[src/hw/rtl/mcsc_pkg.sv]
// Package for the motor current stall and collision monitor.
// Holds widths, codes, the controller state and command types and shared structs.
// No dependencies.
package mcsc_pkg;

  localparam int CHANNELS   = 2;
  localparam int CH_W       = 1;
  localparam int ACT_W      = 3;
  localparam int SAMPLE_W   = 16;
  localparam int Q_W        = 24;
  localparam int M2_W       = 48;
  localparam int CNT_W      = 32;
  localparam int AUC_W      = 16;
  localparam int PEAK_W     = 8;
  localparam int SIGMA_W    = 8;
  localparam int EVT_W      = 2;
  localparam int CFG_IDX_W  = 2;
  localparam int CFG_DATA_W = 16;
  localparam int DIV_STEPS  = 48;
  localparam int ROOT_STEPS = 24;
  localparam int DIV_CNT_W  = $clog2(DIV_STEPS + 1);
  localparam int ROOT_CNT_W = $clog2(ROOT_STEPS + 1);

  localparam int FLAG_LOW = 0;
  localparam int FLAG_UP  = 1;
  localparam int FLAG_GAP = 2;

  localparam logic [SIGMA_W-1:0] SIGMA_RESET   = 8'd48;
  localparam logic [PEAK_W-1:0]  PEAK_DISABLED = 8'd255;

  typedef enum logic [ACT_W-1:0] {
    ACT_SAMPLE        = 3'd0,
    ACT_RESET_STATS   = 3'd1,
    ACT_RESET_EDGES   = 3'd2,
    ACT_ALLOW_PEAKS   = 3'd3,
    ACT_DISABLE_PEAKS = 3'd4,
    ACT_CLEAR_STALL   = 3'd5,
    ACT_SET_UPPER     = 3'd6
  } action_e;

  typedef enum logic [EVT_W-1:0] {
    EVT_NONE      = 2'd0,
    EVT_RUN       = 2'd1,
    EVT_STALL     = 2'd2,
    EVT_COLLISION = 2'd3
  } event_e;

  typedef enum logic [CFG_IDX_W-1:0] {
    CFG_ON_GAP = 2'd0,
    CFG_SIGMA  = 2'd1
  } cfg_reg_e;

  typedef enum logic [3:0] {
    ST_IDLE,
    ST_EVAL,
    ST_BRANCH,
    ST_DIV_MEAN,
    ST_MEAN,
    ST_MULT,
    ST_M2,
    ST_DIV_VAR,
    ST_ROOT_START,
    ST_ROOT_WAIT,
    ST_SD_MUL,
    ST_UPPER,
    ST_DONE
  } state_e;

  typedef enum logic [3:0] {
    CMD_NONE,
    CMD_CAPTURE,
    CMD_EVAL,
    CMD_STAT_INIT,
    CMD_MEAN,
    CMD_MULT,
    CMD_M2,
    CMD_ROOT,
    CMD_SD_MUL,
    CMD_UPPER
  } cmd_e;

  typedef struct packed {
    logic div_busy;
    logic root_busy;
    logic need_stats;
    logic cnt_gt1;
  } status_t;

  typedef struct packed {
    logic [ACT_W-1:0]    action;
    logic [CH_W-1:0]     channel;
    logic [SAMPLE_W-1:0] sample;
    logic [Q_W-1:0]      value;
  } item_t;

  typedef struct packed {
    logic [EVT_W-1:0] event_res;
    logic [Q_W-1:0]   mean;
    logic [Q_W-1:0]   upper_threshold;
    logic [Q_W-1:0]   lower_threshold;
  } res_t;

endpackage

[src/hw/rtl/mcsc_if.sv]
// Handshake interfaces for the monitor: sample items, results and configuration writes.
// Depends on mcsc_pkg.
interface mcsc_item_if;
  logic                          valid;
  logic                          ready;
  logic [mcsc_pkg::ACT_W-1:0]    action;
  logic [mcsc_pkg::CH_W-1:0]     channel;
  logic [mcsc_pkg::SAMPLE_W-1:0] sample;
  logic [mcsc_pkg::Q_W-1:0]      value;
  modport source (output valid, action, channel, sample, value, input ready);
  modport sink (input valid, action, channel, sample, value, output ready);
endinterface

interface mcsc_res_if;
  logic                       valid;
  logic                       ready;
  logic [mcsc_pkg::EVT_W-1:0] event_res;
  logic [mcsc_pkg::Q_W-1:0]   mean;
  logic [mcsc_pkg::Q_W-1:0]   upper_threshold;
  logic [mcsc_pkg::Q_W-1:0]   lower_threshold;
  modport source (output valid, event_res, mean, upper_threshold, lower_threshold, input ready);
  modport sink (input valid, event_res, mean, upper_threshold, lower_threshold, output ready);
endinterface

interface mcsc_cfg_if;
  logic                            valid;
  logic                            ready;
  logic [mcsc_pkg::CFG_IDX_W-1:0]  index;
  logic [mcsc_pkg::CFG_DATA_W-1:0] data;
  modport source (output valid, index, data, input ready);
  modport sink (input valid, index, data, output ready);
endinterface

[src/hw/rtl/mcsc_div.sv]
// Restoring divider, one quotient bit per cycle, 48-bit dividend by 32-bit divisor.
// Depends on mcsc_pkg.
module mcsc_div (
  input  logic                        clk_i,
  input  logic                        rst_ni,
  input  logic                        start_i,
  input  logic [mcsc_pkg::M2_W-1:0]   dividend_i,
  input  logic [mcsc_pkg::CNT_W-1:0]  divisor_i,
  output logic                        busy_o,
  output logic [mcsc_pkg::M2_W-1:0]   quotient_o
);

  logic [mcsc_pkg::CNT_W-1:0]     rem_q, rem_d;
  logic [mcsc_pkg::M2_W-1:0]      quo_q, quo_d;
  logic [mcsc_pkg::CNT_W-1:0]     dvs_q, dvs_d;
  logic [mcsc_pkg::DIV_CNT_W-1:0] cnt_q, cnt_d;
  logic [mcsc_pkg::CNT_W:0]       rem_sh;
  logic                           ge;

  assign busy_o     = (cnt_q != '0);
  assign quotient_o = quo_q;
  assign rem_sh     = {rem_q, quo_q[mcsc_pkg::M2_W-1]};
  assign ge         = (rem_sh >= {1'b0, dvs_q});

  always_comb begin
    rem_d = rem_q;
    quo_d = quo_q;
    dvs_d = dvs_q;
    cnt_d = cnt_q;
    if (start_i) begin
      rem_d = '0;
      quo_d = dividend_i;
      dvs_d = divisor_i;
      cnt_d = mcsc_pkg::DIV_CNT_W'(mcsc_pkg::DIV_STEPS);
    end else if (busy_o) begin
      rem_d = ge ? mcsc_pkg::CNT_W'(rem_sh - {1'b0, dvs_q})
                 : mcsc_pkg::CNT_W'(rem_sh);
      quo_d = {quo_q[mcsc_pkg::M2_W-2:0], ge};
      cnt_d = cnt_q - 1'b1;
    end
  end

  always_ff @(posedge clk_i or negedge rst_ni) begin
    if (!rst_ni) begin
      cnt_q <= '0;
    end else begin
      cnt_q <= cnt_d;
    end
  end

  always_ff @(posedge clk_i) begin
    rem_q <= rem_d;
    quo_q <= quo_d;
    dvs_q <= dvs_d;
  end

endmodule

[src/hw/rtl/mcsc_sqrt.sv]
// Integer square root of a 48-bit value, one result bit per cycle, giving a 24-bit root.
// Depends on mcsc_pkg.
module mcsc_sqrt (
  input  logic                         clk_i,
  input  logic                         rst_ni,
  input  logic                         start_i,
  input  logic [mcsc_pkg::M2_W-1:0]    radicand_i,
  output logic                         busy_o,
  output logic [mcsc_pkg::Q_W-1:0]     root_o
);

  logic [mcsc_pkg::M2_W-1:0]       v_q, v_d;
  logic [mcsc_pkg::M2_W-1:0]       res_q, res_d;
  logic [mcsc_pkg::M2_W-1:0]       bit_q, bit_d;
  logic [mcsc_pkg::ROOT_CNT_W-1:0] cnt_q, cnt_d;
  logic [mcsc_pkg::M2_W-1:0]       trial;

  assign busy_o = (cnt_q != '0);
  assign root_o = res_q[mcsc_pkg::Q_W-1:0];
  assign trial  = res_q + bit_q;

  always_comb begin
    v_d   = v_q;
    res_d = res_q;
    bit_d = bit_q;
    cnt_d = cnt_q;
    if (start_i) begin
      v_d   = radicand_i;
      res_d = '0;
      bit_d = mcsc_pkg::M2_W'(1) << (mcsc_pkg::M2_W - 2);
      cnt_d = mcsc_pkg::ROOT_CNT_W'(mcsc_pkg::ROOT_STEPS);
    end else if (busy_o) begin
      if (v_q >= trial) begin
        v_d   = v_q - trial;
        res_d = (res_q >> 1) + bit_q;
      end else begin
        res_d = res_q >> 1;
      end
      bit_d = bit_q >> 2;
      cnt_d = cnt_q - 1'b1;
    end
  end

  always_ff @(posedge clk_i or negedge rst_ni) begin
    if (!rst_ni) begin
      cnt_q <= '0;
    end else begin
      cnt_q <= cnt_d;
    end
  end

  always_ff @(posedge clk_i) begin
    v_q   <= v_d;
    res_q <= res_d;
    bit_q <= bit_d;
  end

endmodule

[src/hw/rtl/mcsc_dp.sv]
// Datapath: channel state, configuration registers, edge checks and the statistics update.
// Depends on mcsc_pkg, mcsc_div and mcsc_sqrt.
module mcsc_dp (
  input  logic                              clk_i,
  input  logic                              rst_ni,
  input  mcsc_pkg::cmd_e                    cmd_i,
  output mcsc_pkg::status_t                 status_o,
  input  logic                              cfg_we_i,
  input  logic [mcsc_pkg::CFG_IDX_W-1:0]    cfg_idx_i,
  input  logic [mcsc_pkg::CFG_DATA_W-1:0]   cfg_data_i,
  input  mcsc_pkg::item_t                   item_i,
  output mcsc_pkg::res_t                    res_o
);

  mcsc_pkg::item_t                 item_q;
  logic [mcsc_pkg::SAMPLE_W-1:0]   on_gap_q;
  logic [mcsc_pkg::SIGMA_W-1:0]    sigma_q;

  logic [mcsc_pkg::Q_W-1:0]        mean_q  [mcsc_pkg::CHANNELS];
  logic [mcsc_pkg::M2_W-1:0]       m2_q    [mcsc_pkg::CHANNELS];
  logic [mcsc_pkg::CNT_W-1:0]      cnt_q   [mcsc_pkg::CHANNELS];
  logic [mcsc_pkg::AUC_W-1:0]      auc_q   [mcsc_pkg::CHANNELS];
  logic [mcsc_pkg::PEAK_W-1:0]     peak_q  [mcsc_pkg::CHANNELS];
  logic [mcsc_pkg::Q_W-1:0]        upper_q [mcsc_pkg::CHANNELS];
  logic [mcsc_pkg::Q_W-1:0]        lower_q [mcsc_pkg::CHANNELS];
  logic [2:0]                      flags_q [mcsc_pkg::CHANNELS];
  logic                            run_q   [mcsc_pkg::CHANNELS];

  mcsc_pkg::event_e                evt_q;
  logic                            need_stats_q;
  logic                            dneg_q;
  logic [mcsc_pkg::Q_W-1:0]        dabs_q;
  logic [mcsc_pkg::Q_W-1:0]        d2abs_q;
  logic [mcsc_pkg::M2_W-1:0]       prod_q;
  logic [mcsc_pkg::CNT_W-1:0]      sdprod_q;

  logic [mcsc_pkg::CH_W-1:0]       ch;
  logic                            ch_ok;
  logic [mcsc_pkg::Q_W-1:0]        x;
  logic [mcsc_pkg::Q_W-1:0]        cur_mean;
  logic [mcsc_pkg::CNT_W-1:0]      cur_cnt;

  logic [2:0]                      ev_flags;
  logic [mcsc_pkg::AUC_W-1:0]      ev_auc;
  logic                            ev_run;
  mcsc_pkg::event_e                ev_evt;
  logic                            ev_stats;

  logic [mcsc_pkg::CNT_W-1:0]      cnt_inc;
  logic                            x_lt_mean;
  logic [mcsc_pkg::Q_W-1:0]        dabs_new;
  logic [mcsc_pkg::Q_W-1:0]        step;
  logic [mcsc_pkg::Q_W-1:0]        mean_new;
  logic [mcsc_pkg::Q_W-1:0]        d2abs_new;
  logic [mcsc_pkg::M2_W:0]         m2_sum;
  logic [mcsc_pkg::M2_W-1:0]       m2_new;
  logic [mcsc_pkg::Q_W+4:0]        up_sum;
  logic [mcsc_pkg::Q_W-1:0]        up_new;

  logic                            div_start;
  logic [mcsc_pkg::M2_W-1:0]       div_dividend;
  logic [mcsc_pkg::CNT_W-1:0]      div_divisor;
  logic                            div_busy;
  logic [mcsc_pkg::M2_W-1:0]       div_quo;
  logic                            root_start;
  logic                            root_busy;
  logic [mcsc_pkg::Q_W-1:0]        root_val;

  assign ch       = item_q.channel;
  assign ch_ok    = (32'(item_q.channel) < 32'(mcsc_pkg::CHANNELS));
  assign x        = {item_q.sample, 8'h00};
  assign cur_mean = mean_q[ch];
  assign cur_cnt  = cnt_q[ch];

  always_comb begin
    logic above_gap;
    logic below_low;
    logic above_up;
    ev_flags  = flags_q[ch];
    ev_auc    = auc_q[ch];
    ev_run    = run_q[ch];
    ev_evt    = mcsc_pkg::EVT_NONE;
    ev_stats  = 1'b0;
    above_gap = item_q.sample > on_gap_q;
    below_low = x < lower_q[ch];
    above_up  = x > upper_q[ch];
    if (above_gap && !ev_flags[mcsc_pkg::FLAG_GAP]) begin
      ev_evt = mcsc_pkg::EVT_RUN;
      ev_run = 1'b1;
    end
    ev_flags[mcsc_pkg::FLAG_GAP] = above_gap;
    if (below_low && !ev_flags[mcsc_pkg::FLAG_LOW]) begin
      ev_evt = mcsc_pkg::EVT_STALL;
      ev_auc = '0;
      ev_run = 1'b0;
    end
    ev_flags[mcsc_pkg::FLAG_LOW] = below_low;
    if (x > lower_q[ch]) begin
      if (above_up != ev_flags[mcsc_pkg::FLAG_UP]) begin
        if (above_up && above_gap) begin
          if (ev_auc > {8'h00, peak_q[ch]}) begin
            ev_evt = mcsc_pkg::EVT_COLLISION;
            ev_run = 1'b0;
          end
          if (ev_auc != '1) begin
            ev_auc = ev_auc + 1'b1;
          end
        end else begin
          ev_auc = '0;
        end
      end
      ev_flags[mcsc_pkg::FLAG_UP] = above_up;
      ev_stats = ev_run;
    end else begin
      ev_auc = '0;
    end
  end

  assign cnt_inc   = (cur_cnt == '1) ? cur_cnt : cur_cnt + 1'b1;
  assign x_lt_mean = x < cur_mean;
  assign dabs_new  = x_lt_mean ? cur_mean - x : x - cur_mean;
  assign step      = div_quo[mcsc_pkg::Q_W-1:0];
  assign mean_new  = dneg_q ? cur_mean - step : cur_mean + step;
  assign d2abs_new = (x >= mean_new) ? x - mean_new : mean_new - x;
  assign m2_sum    = {1'b0, m2_q[ch]} + {1'b0, prod_q};
  assign m2_new    = m2_sum[mcsc_pkg::M2_W] ? '1 : m2_sum[mcsc_pkg::M2_W-1:0];
  assign up_sum    = {5'b0, cur_mean} + {1'b0, sdprod_q[mcsc_pkg::CNT_W-1:4]};
  assign up_new    = (up_sum[mcsc_pkg::Q_W+4:mcsc_pkg::Q_W] != '0) ? '1
                                                               : up_sum[mcsc_pkg::Q_W-1:0];

  assign div_start    = (cmd_i == mcsc_pkg::CMD_STAT_INIT) ||
                        ((cmd_i == mcsc_pkg::CMD_M2) && (cur_cnt > 32'd1));
  assign div_dividend = (cmd_i == mcsc_pkg::CMD_STAT_INIT) ? {24'h0, dabs_new} : m2_new;
  assign div_divisor  = (cmd_i == mcsc_pkg::CMD_STAT_INIT) ? cnt_inc : cur_cnt - 1'b1;
  assign root_start   = (cmd_i == mcsc_pkg::CMD_ROOT);

  mcsc_div u_div (
    .clk_i      (clk_i),
    .rst_ni     (rst_ni),
    .start_i    (div_start),
    .dividend_i (div_dividend),
    .divisor_i  (div_divisor),
    .busy_o     (div_busy),
    .quotient_o (div_quo)
  );

  mcsc_sqrt u_sqrt (
    .clk_i      (clk_i),
    .rst_ni     (rst_ni),
    .start_i    (root_start),
    .radicand_i (div_quo),
    .busy_o     (root_busy),
    .root_o     (root_val)
  );

  assign status_o.div_busy   = div_busy;
  assign status_o.root_busy  = root_busy;
  assign status_o.need_stats = need_stats_q;
  assign status_o.cnt_gt1    = (cur_cnt > 32'd1);

  assign res_o.event_res       = evt_q;
  assign res_o.mean            = ch_ok ? cur_mean : '0;
  assign res_o.upper_threshold = ch_ok ? upper_q[ch] : '0;
  assign res_o.lower_threshold = ch_ok ? lower_q[ch] : '0;

  always_ff @(posedge clk_i or negedge rst_ni) begin
    if (!rst_ni) begin
      on_gap_q     <= '0;
      sigma_q      <= mcsc_pkg::SIGMA_RESET;
      evt_q        <= mcsc_pkg::EVT_NONE;
      need_stats_q <= 1'b0;
      for (int i = 0; i < mcsc_pkg::CHANNELS; i++) begin
        mean_q[i]  <= '0;
        m2_q[i]    <= '0;
        cnt_q[i]   <= mcsc_pkg::CNT_W'(1);
        auc_q[i]   <= '0;
        peak_q[i]  <= '0;
        upper_q[i] <= '0;
        lower_q[i] <= '0;
        flags_q[i] <= '0;
        run_q[i]   <= 1'b0;
      end
    end else begin
      if (cfg_we_i) begin
        unique case (mcsc_pkg::cfg_reg_e'(cfg_idx_i))
          mcsc_pkg::CFG_ON_GAP: on_gap_q <= cfg_data_i;
          mcsc_pkg::CFG_SIGMA:  sigma_q  <= cfg_data_i[mcsc_pkg::SIGMA_W-1:0];
          default: ;
        endcase
      end
      case (cmd_i)
        mcsc_pkg::CMD_EVAL: begin
          evt_q        <= mcsc_pkg::EVT_NONE;
          need_stats_q <= 1'b0;
          if (ch_ok) begin
            unique case (mcsc_pkg::action_e'(item_q.action))
              mcsc_pkg::ACT_SAMPLE: begin
                flags_q[ch]  <= ev_flags;
                auc_q[ch]    <= ev_auc;
                run_q[ch]    <= ev_run;
                evt_q        <= ev_evt;
                need_stats_q <= ev_stats;
              end
              mcsc_pkg::ACT_RESET_STATS: begin
                mean_q[ch] <= item_q.value;
                m2_q[ch]   <= '0;
                cnt_q[ch]  <= mcsc_pkg::CNT_W'(1);
              end
              mcsc_pkg::ACT_RESET_EDGES: begin
                flags_q[ch] <= 3'(1 << mcsc_pkg::FLAG_LOW);
              end
              mcsc_pkg::ACT_ALLOW_PEAKS:   peak_q[ch] <= '0;
              mcsc_pkg::ACT_DISABLE_PEAKS: peak_q[ch] <= mcsc_pkg::PEAK_DISABLED;
              mcsc_pkg::ACT_CLEAR_STALL: begin
                flags_q[ch][mcsc_pkg::FLAG_LOW] <= 1'b0;
              end
              mcsc_pkg::ACT_SET_UPPER: upper_q[ch] <= item_q.value;
              default: ;
            endcase
          end
        end
        mcsc_pkg::CMD_STAT_INIT: cnt_q[ch] <= cnt_inc;
        mcsc_pkg::CMD_MEAN: begin
          mean_q[ch]  <= mean_new;
          lower_q[ch] <= mean_new >> 2;
        end
        mcsc_pkg::CMD_M2:    m2_q[ch]    <= m2_new;
        mcsc_pkg::CMD_UPPER: upper_q[ch] <= up_new;
        default: ;
      endcase
    end
  end

  always_ff @(posedge clk_i) begin
    if (cmd_i == mcsc_pkg::CMD_CAPTURE) begin
      item_q <= item_i;
    end
    if (cmd_i == mcsc_pkg::CMD_STAT_INIT) begin
      dneg_q <= x_lt_mean;
      dabs_q <= dabs_new;
    end
    if (cmd_i == mcsc_pkg::CMD_MEAN) begin
      d2abs_q <= d2abs_new;
    end
    if (cmd_i == mcsc_pkg::CMD_MULT) begin
      prod_q <= dabs_q * d2abs_q;
    end
    if (cmd_i == mcsc_pkg::CMD_SD_MUL) begin
      sdprod_q <= root_val * sigma_q;
    end
  end

endmodule

[src/hw/rtl/mcsc_ctrl.sv]
// Controller state machine that sequences one transaction through the datapath.
// Depends on mcsc_pkg.
module mcsc_ctrl (
  input  logic              clk_i,
  input  logic              rst_ni,
  input  logic              in_valid_i,
  output logic              in_ready_o,
  input  logic              out_free_i,
  output logic              out_load_o,
  input  mcsc_pkg::status_t status_i,
  output mcsc_pkg::cmd_e    cmd_o
);

  mcsc_pkg::state_e state_q, state_d;

  always_ff @(posedge clk_i or negedge rst_ni) begin
    if (!rst_ni) begin
      state_q <= mcsc_pkg::ST_IDLE;
    end else begin
      state_q <= state_d;
    end
  end

  always_comb begin
    state_d    = state_q;
    in_ready_o = 1'b0;
    out_load_o = 1'b0;
    cmd_o      = mcsc_pkg::CMD_NONE;
    unique case (state_q)
      mcsc_pkg::ST_IDLE: begin
        in_ready_o = 1'b1;
        if (in_valid_i) begin
          cmd_o   = mcsc_pkg::CMD_CAPTURE;
          state_d = mcsc_pkg::ST_EVAL;
        end
      end
      mcsc_pkg::ST_EVAL: begin
        cmd_o   = mcsc_pkg::CMD_EVAL;
        state_d = mcsc_pkg::ST_BRANCH;
      end
      mcsc_pkg::ST_BRANCH: begin
        if (status_i.need_stats) begin
          cmd_o   = mcsc_pkg::CMD_STAT_INIT;
          state_d = mcsc_pkg::ST_DIV_MEAN;
        end else begin
          state_d = mcsc_pkg::ST_DONE;
        end
      end
      mcsc_pkg::ST_DIV_MEAN: begin
        if (!status_i.div_busy) begin
          state_d = mcsc_pkg::ST_MEAN;
        end
      end
      mcsc_pkg::ST_MEAN: begin
        cmd_o   = mcsc_pkg::CMD_MEAN;
        state_d = mcsc_pkg::ST_MULT;
      end
      mcsc_pkg::ST_MULT: begin
        cmd_o   = mcsc_pkg::CMD_MULT;
        state_d = mcsc_pkg::ST_M2;
      end
      mcsc_pkg::ST_M2: begin
        cmd_o   = mcsc_pkg::CMD_M2;
        state_d = status_i.cnt_gt1 ? mcsc_pkg::ST_DIV_VAR : mcsc_pkg::ST_DONE;
      end
      mcsc_pkg::ST_DIV_VAR: begin
        if (!status_i.div_busy) begin
          state_d = mcsc_pkg::ST_ROOT_START;
        end
      end
      mcsc_pkg::ST_ROOT_START: begin
        cmd_o   = mcsc_pkg::CMD_ROOT;
        state_d = mcsc_pkg::ST_ROOT_WAIT;
      end
      mcsc_pkg::ST_ROOT_WAIT: begin
        if (!status_i.root_busy) begin
          state_d = mcsc_pkg::ST_SD_MUL;
        end
      end
      mcsc_pkg::ST_SD_MUL: begin
        cmd_o   = mcsc_pkg::CMD_SD_MUL;
        state_d = mcsc_pkg::ST_UPPER;
      end
      mcsc_pkg::ST_UPPER: begin
        cmd_o   = mcsc_pkg::CMD_UPPER;
        state_d = mcsc_pkg::ST_DONE;
      end
      mcsc_pkg::ST_DONE: begin
        if (out_free_i) begin
          out_load_o = 1'b1;
          state_d    = mcsc_pkg::ST_IDLE;
        end
      end
      default: state_d = mcsc_pkg::ST_IDLE;
    endcase
  end

endmodule

[src/hw/rtl/motor_current_stall_collision_monitor.sv]
// Top level of the two-channel motor current stall and collision monitor.
// Depends on mcsc_pkg, mcsc_if, mcsc_ctrl and mcsc_dp.
//
//   port    direction  transaction
//   item_i  sink       action, channel, sample, value
//   res_o   source     event_res, mean, upper_threshold, lower_threshold
//   cfg_i   sink       index, data (register write)
//
// An item without a statistics update is captured, evaluated and then loaded into the
// result register once it is free. An item with one also makes two 48-step passes through
// the shared divider and a 24-step square root before its result is loaded.
// One item is in work at a time; the result register lets the next item enter while the
// previous result waits. Configuration writes are always taken. Reset is asynchronous.
module motor_current_stall_collision_monitor (
  input  logic       clk_i,
  input  logic       rst_ni,
  mcsc_item_if.sink  item_i,
  mcsc_res_if.source res_o,
  mcsc_cfg_if.sink   cfg_i
);

  mcsc_pkg::status_t status;
  mcsc_pkg::cmd_e    cmd;
  mcsc_pkg::item_t   item;
  mcsc_pkg::res_t    res;
  mcsc_pkg::res_t    res_q;
  logic              out_valid_q;
  logic              out_free;
  logic              out_load;

  assign item.action  = item_i.action;
  assign item.channel = item_i.channel;
  assign item.sample  = item_i.sample;
  assign item.value   = item_i.value;

  assign cfg_i.ready = 1'b1;
  assign out_free    = !out_valid_q || res_o.ready;

  mcsc_ctrl u_ctrl (
    .clk_i      (clk_i),
    .rst_ni     (rst_ni),
    .in_valid_i (item_i.valid),
    .in_ready_o (item_i.ready),
    .out_free_i (out_free),
    .out_load_o (out_load),
    .status_i   (status),
    .cmd_o      (cmd)
  );

  mcsc_dp u_dp (
    .clk_i      (clk_i),
    .rst_ni     (rst_ni),
    .cmd_i      (cmd),
    .status_o   (status),
    .cfg_we_i   (cfg_i.valid),
    .cfg_idx_i  (cfg_i.index),
    .cfg_data_i (cfg_i.data),
    .item_i     (item),
    .res_o      (res)
  );

  always_ff @(posedge clk_i or negedge rst_ni) begin
    if (!rst_ni) begin
      out_valid_q <= 1'b0;
    end else if (out_load) begin
      out_valid_q <= 1'b1;
    end else if (res_o.ready) begin
      out_valid_q <= 1'b0;
    end
  end

  always_ff @(posedge clk_i) begin
    if (out_load) begin
      res_q <= res;
    end
  end

  assign res_o.valid           = out_valid_q;
  assign res_o.event_res       = res_q.event_res;
  assign res_o.mean            = res_q.mean;
  assign res_o.upper_threshold = res_q.upper_threshold;
  assign res_o.lower_threshold = res_q.lower_threshold;

endmodule

[src/flat_wrapper.sv]
// flat-port wrapper written by rule: the top's interface ports become plain ports
module motor_current_stall_collision_monitor_flat 
  (clk_i, rst_ni, item_i_valid, item_i_action, item_i_channel, item_i_sample, item_i_value, item_i_ready, res_o_valid, res_o_event_res, res_o_mean, res_o_upper_threshold, res_o_lower_threshold, res_o_ready, cfg_i_valid, cfg_i_index, cfg_i_data, cfg_i_ready);
  mcsc_item_if item_i_i ();
  mcsc_res_if res_o_i ();
  mcsc_cfg_if cfg_i_i ();
  input  logic clk_i;
  input  logic rst_ni;
  input wire logic [$bits(item_i_i.valid)-1:0] item_i_valid;
  input wire logic [$bits(item_i_i.action)-1:0] item_i_action;
  input wire logic [$bits(item_i_i.channel)-1:0] item_i_channel;
  input wire logic [$bits(item_i_i.sample)-1:0] item_i_sample;
  input wire logic [$bits(item_i_i.value)-1:0] item_i_value;
  output wire logic [$bits(item_i_i.ready)-1:0] item_i_ready;
  output wire logic [$bits(res_o_i.valid)-1:0] res_o_valid;
  output wire logic [$bits(res_o_i.event_res)-1:0] res_o_event_res;
  output wire logic [$bits(res_o_i.mean)-1:0] res_o_mean;
  output wire logic [$bits(res_o_i.upper_threshold)-1:0] res_o_upper_threshold;
  output wire logic [$bits(res_o_i.lower_threshold)-1:0] res_o_lower_threshold;
  input wire logic [$bits(res_o_i.ready)-1:0] res_o_ready;
  input wire logic [$bits(cfg_i_i.valid)-1:0] cfg_i_valid;
  input wire logic [$bits(cfg_i_i.index)-1:0] cfg_i_index;
  input wire logic [$bits(cfg_i_i.data)-1:0] cfg_i_data;
  output wire logic [$bits(cfg_i_i.ready)-1:0] cfg_i_ready;
  assign item_i_i.valid = item_i_valid;
  assign item_i_i.action = item_i_action;
  assign item_i_i.channel = item_i_channel;
  assign item_i_i.sample = item_i_sample;
  assign item_i_i.value = item_i_value;
  assign item_i_ready = item_i_i.ready;
  assign res_o_valid = res_o_i.valid;
  assign res_o_event_res = res_o_i.event_res;
  assign res_o_mean = res_o_i.mean;
  assign res_o_upper_threshold = res_o_i.upper_threshold;
  assign res_o_lower_threshold = res_o_i.lower_threshold;
  assign res_o_i.ready = res_o_ready;
  assign cfg_i_i.valid = cfg_i_valid;
  assign cfg_i_i.index = cfg_i_index;
  assign cfg_i_i.data = cfg_i_data;
  assign cfg_i_ready = cfg_i_i.ready;
  motor_current_stall_collision_monitor u_core (.clk_i(clk_i), .rst_ni(rst_ni), .item_i(item_i_i), .res_o(res_o_i), .cfg_i(cfg_i_i));
endmodule
[config.mk]
export PLATFORM = sky130hd
export DESIGN_NAME = motor_current_stall_collision_monitor_flat
export DESIGN_NICKNAME = d
export VERILOG_FILES = /design/src/hw/rtl/mcsc_pkg.sv /design/src/hw/rtl/mcsc_if.sv /design/src/hw/rtl/mcsc_div.sv /design/src/hw/rtl/mcsc_sqrt.sv /design/src/hw/rtl/mcsc_dp.sv /design/src/hw/rtl/mcsc_ctrl.sv /design/src/hw/rtl/motor_current_stall_collision_monitor.sv /design/src/flat_wrapper.sv
export SDC_FILE = /design/constraint.sdc
export NUM_CORES = 2
export LEC_CHECK = 0
export ABC_AREA = 1
export BUFFER_PORTS_ARGS = -buffer_cell sky130_fd_sc_hd__buf_2
export CAP_MARGIN = 15
export CORE_MARGIN = 8
export CORE_UTILIZATION = 39
export CTS_CLUSTER_DIAMETER = 30
export DETAILED_ROUTE_END_ITERATION = 12
export RECOVER_POWER = 25
export SYNTH_ARGS = -nofsm -noshare
export SYNTH_HDL_FRONTEND = slang
export SYNTH_SLANG_ARGS = --single-unit
export TNS_END_PERCENT = 30
[constraint.sdc]
create_clock -name clk_i -period 16 [get_ports clk_i]
set_clock_uncertainty 0.05 [all_clocks]
set_input_delay 2.4 -clock clk_i [delete_from_list [all_inputs] [get_ports clk_i]]
set_output_delay 2.4 -clock clk_i [all_outputs]
set_load 0.05 [all_outputs]
==> impl_metrics.tcl <==
set metrics [dict create \
    seq_area_mm2 0.02280 \
    synth_seq_cells 858 \
    cp_top_family "buffers and inverters" \
    final_cell_mix "nand2_1 (2,780), inv_1 (2,113), nor2_1 (737), o21ai_0 (687), a21oi_1 (657)" \
    clk_path_buf_depth 3 \
    rr_worst_depth 29 \
    worstReg2RegEnd "u_core.u_dp.d2abs_q[1]$_DFFE_PP_" \
    core.rowCount 170 \
    fin_crit_sh_pct 68.42 \
    slew-limit-headroom_pct -320.8 \
    post_drt_wl_per_cell_um 19.95 \
    max-cap-violations 15 \
    final_core_util_pct 44.69 \
    fin_nets 12480 \
    pin_count 144 \
    period_minus_slack_ps 10950 \
    grt_pass1_wl_um 441000 \
    yosys_warnings 0 \
    avgSynthCellArea_um2 7.525 \
    dieHeight_um 478.9 \
    synth_top_family_by_area "adder cells" \
    via_count 75240 \
    muxShareOfSynthArea_pct 0.04790 \
    synth_edf_count 369 \
    async_flop_share_pct 44.87 \
    via_per_inst 5.274 \
    worst_pin_slew_ps 6311 \
    ys.flop_type "dfrtp_1" \
    die_w_um 478.9 \
    coreArea_mm2 0.2138 \
    setup_viol 0 \
    synth_compound_area_share_pct 12.98 \
    finalWeightedCongestion 0.9689 \
    cts_tree "done" \
    hold_buffers 0 \
    ys_seq_area_share_pct 27.28 \
    status "finished, violations left" \
    grt_max_degree 152 \
    ys_types 73 \
    required_ps 16510 \
    path_clk_slew_ps 50 \
    crit_top_cell "nand2_1" \
    start_util_pct 39.10 \
    routed_wl_um 284700 \
    worstReg2RegStart "u_core.u_dp.ch$_DFFE_PN_" \
    cts_sinks 858 \
    cts-htree-levels 4 \
    cts_resized 0 \
    syn_area_mm2 0.08358 \
    min_from "u_core.u_dp.evt_q[0]$_DFFE_PN0P_" \
    dp_hpwl_um 219200 \
    cts_root_buf "clkbuf_16" \
    grt_overflow 0 \
    insertion_delay_ps 900 \
    synth-xor-area-share_pct 3.727 \
    multi_input_area_mm2 0.05116 \
    cp-start-kind "register" \
    reg2reg_slack_ps 5050 \
    critPathSlowestCell "clkbuf_1" \
    grt_pass1_vias 75820 \
    die_area_mm2 0.2294 \
    drt-pass1-iter-count 6 \
    area_growth_pct 14.29 \
    cts_setup_buffers 0 \
    fill_cells 21550 \
    cp_max_fo 55 \
    cpPeakStageDelay_ps 1880 \
    violations "capacitance limit, slew limit" \
    cts_buffers 227 \
    antenna_found_initial 3 \
    rsz0062_at_grt "false" \
    whs_endpoint "u_core.res_o.event_res[0]$_DFFE_PP_" \
    grt.total_usage_pct 24.30 \
    yosys.area_share.simple_pct 20.92 \
    crit_buf_inv 7 \
    port_buffers 140 \
    synthAdderAreaFrac_pct 23.45 \
    drtAntennaViolNets 0 \
    criticalPathCategory "reg -> reg" \
    drv_slew 695 \
    hold_viol 0 \
    mostFrequentLayoutCell "nand2_1" \
    finalSetupTns_ps 0 \
    drc_errors 0 \
    critPathArrivalTime_ps 11460 \
    fmax_mhz 91.34 \
    whs_path_depth 0 \
    dr.first_iter.drc_count 6082 \
    hp-class "reg -> reg" \
    synth_cells 11110 \
    drive_gt1_share_pct 7.046 \
    cp-end-kind "register" \
]
final cells by class:
class                   count  share of cell area, %
diodes                      4                0.01048
clock buffers             266                  6.237
clock inverters           166                  2.592
inverters                2151                  8.454
multi-input cells        7736                  53.55
flip-flops and latches    858                  23.87
well taps                2838                  3.717
repair buffers            248                  1.573
how the worst max path moves through the flow:
stage / from / endpoint / depth (start not counted)
after CTS: u_core.u_dp.u_sqrt.res_q[2]$_SDFFE_PP0P_ / u_core.u_dp.u_sqrt.v_q[3]$_DFFE_PP_ / 24
final: u_core.u_dp.ch$_DFFE_PN_ / u_core.u_dp.d2abs_q[1]$_DFFE_PP_ / 29
after global placement: u_core.u_dp.dabs_q[15]$_DFFE_PP_ / u_core.u_dp.prod_q[41]$_DFFE_PN_ / 26
after global routing: u_core.u_dp.ch$_DFFE_PN_ / u_core.u_dp.d2abs_q[11]$_DFFE_PP_ / 31
after floorplan: u_core.u_dp.u_sqrt.bit_q[0]$_SDFFE_PP0P_ / u_core.u_dp.u_sqrt.v_q[0]$_DFFE_PP_ / 23
after detailed placement: u_core.u_dp.dabs_q[15]$_DFFE_PP_ / u_core.u_dp.prod_q[41]$_DFFE_PN_ / 24
cells in the mapped netlist (24+ instances only):
cell      count  area share (%)
buf_1        24            0.11
edfxtp_1    369              13
nand2_1    2782              12
o21bai_1     53            0.48
a21o_1       38            0.34
or2_2        63            0.47
xnor2_1     112             1.2
nor4_1       39            0.29
a21boi_0     25            0.22
a31oi_1      63            0.47
dfrtp_1     381              11
o22ai_1      53            0.40
o21a_1       39            0.35
xor2_1      240             2.5
a22o_1       29            0.30
nand3_1     352             2.1
o211ai_1     54            0.49
nor3_1       87            0.52
nor2_1      744             3.3
o21ai_0     683             4.1
dfxtp_1     104             2.5
clkbuf_1    261             1.2
nand4_1     115            0.86
a21oi_1     657             3.9
o21ai_1      93            0.56
buf_2        50            0.30
inv_1      2114             9.5
inv_2        29            0.13
fa_1        621              15
ha_1        573             8.6
layer usage:
metal	routed length, um	GRT usage [%]	part of all wire, %
met4	12910	10.17	4.5
met1	122500	31.90	43
met5	0	0	0
met2	131400	40.01	46
met3	17970	3.775	6.3
per-stage QoR:
| stage | setup slack [ps] | instance area [um2] | hold WS, ps | instances |
|---|---|---|---|---|
| after floorplan | 8320 | 83590 | 375.3 | 11110 |
| after global placement | 8536 | 87140 | 387.1 | 13830 |
| after detailed placement | 8535 | 87140 | 384.5 | 13830 |
| after CTS | 8487 | 95570 | 398.9 | 14260 |
| after global routing | 4397 | 95520 | 416.1 | 14260 |
| final | 5052 | 95530 | 400.1 | 14270 |
logic make-up after synthesis:
kind of cell,count (synthesis)
and+or+nand+nor,4266
buffers and inverters,2514
AOI/OAI and AO/OA,1915
adders and majority gates,1194
DFF,858
xor gates and xnor gates,354
muxes,4
other,2
flip-flops by register name, summed over array words and instances, names as in the netlist, 16 cells and up, named ones only:
signal,count
u_core.u_dp.u_div.dvs_q,32
u_core.u_dp.mean_q,48
u_core.res_o.lower_threshold,22
u_core.res_o.upper_threshold,24
u_core.u_dp.prod_q,48
u_core.u_dp.d2abs_q,24
u_core.res_o.mean,24
u_core.u_dp.u_div.rem_q,32
u_core.u_dp.on_gap_q,16
u_core.u_dp.u_sqrt.res_q,48
u_core.u_dp.lower_q,44
u_core.u_dp.item_q,43
u_core.u_dp.dabs_q,24
u_core.u_dp.cnt_q,64
u_core.u_dp.u_sqrt.v_q,48
u_core.u_dp.m2_q,96
u_core.u_dp.sdprod_q,28
u_core.u_dp.u_sqrt.bit_q,24
u_core.u_dp.upper_q,48
u_core.u_dp.auc_q,32
u_core.u_dp.u_div.quotient_o,48
worst register-to-register path: cells and delay by family (launching register included):
kind            cells  cell delay [ps]
compound gates      8             2250
xor+xnor            1              500
fa+ha+maj           3              810
buf+inv             7             5340
flops               1              310
simple gates       10             1360
Power is not shown: default switching activity piles up to over one toggle a cycle in this logic, so the estimate is an artifact.
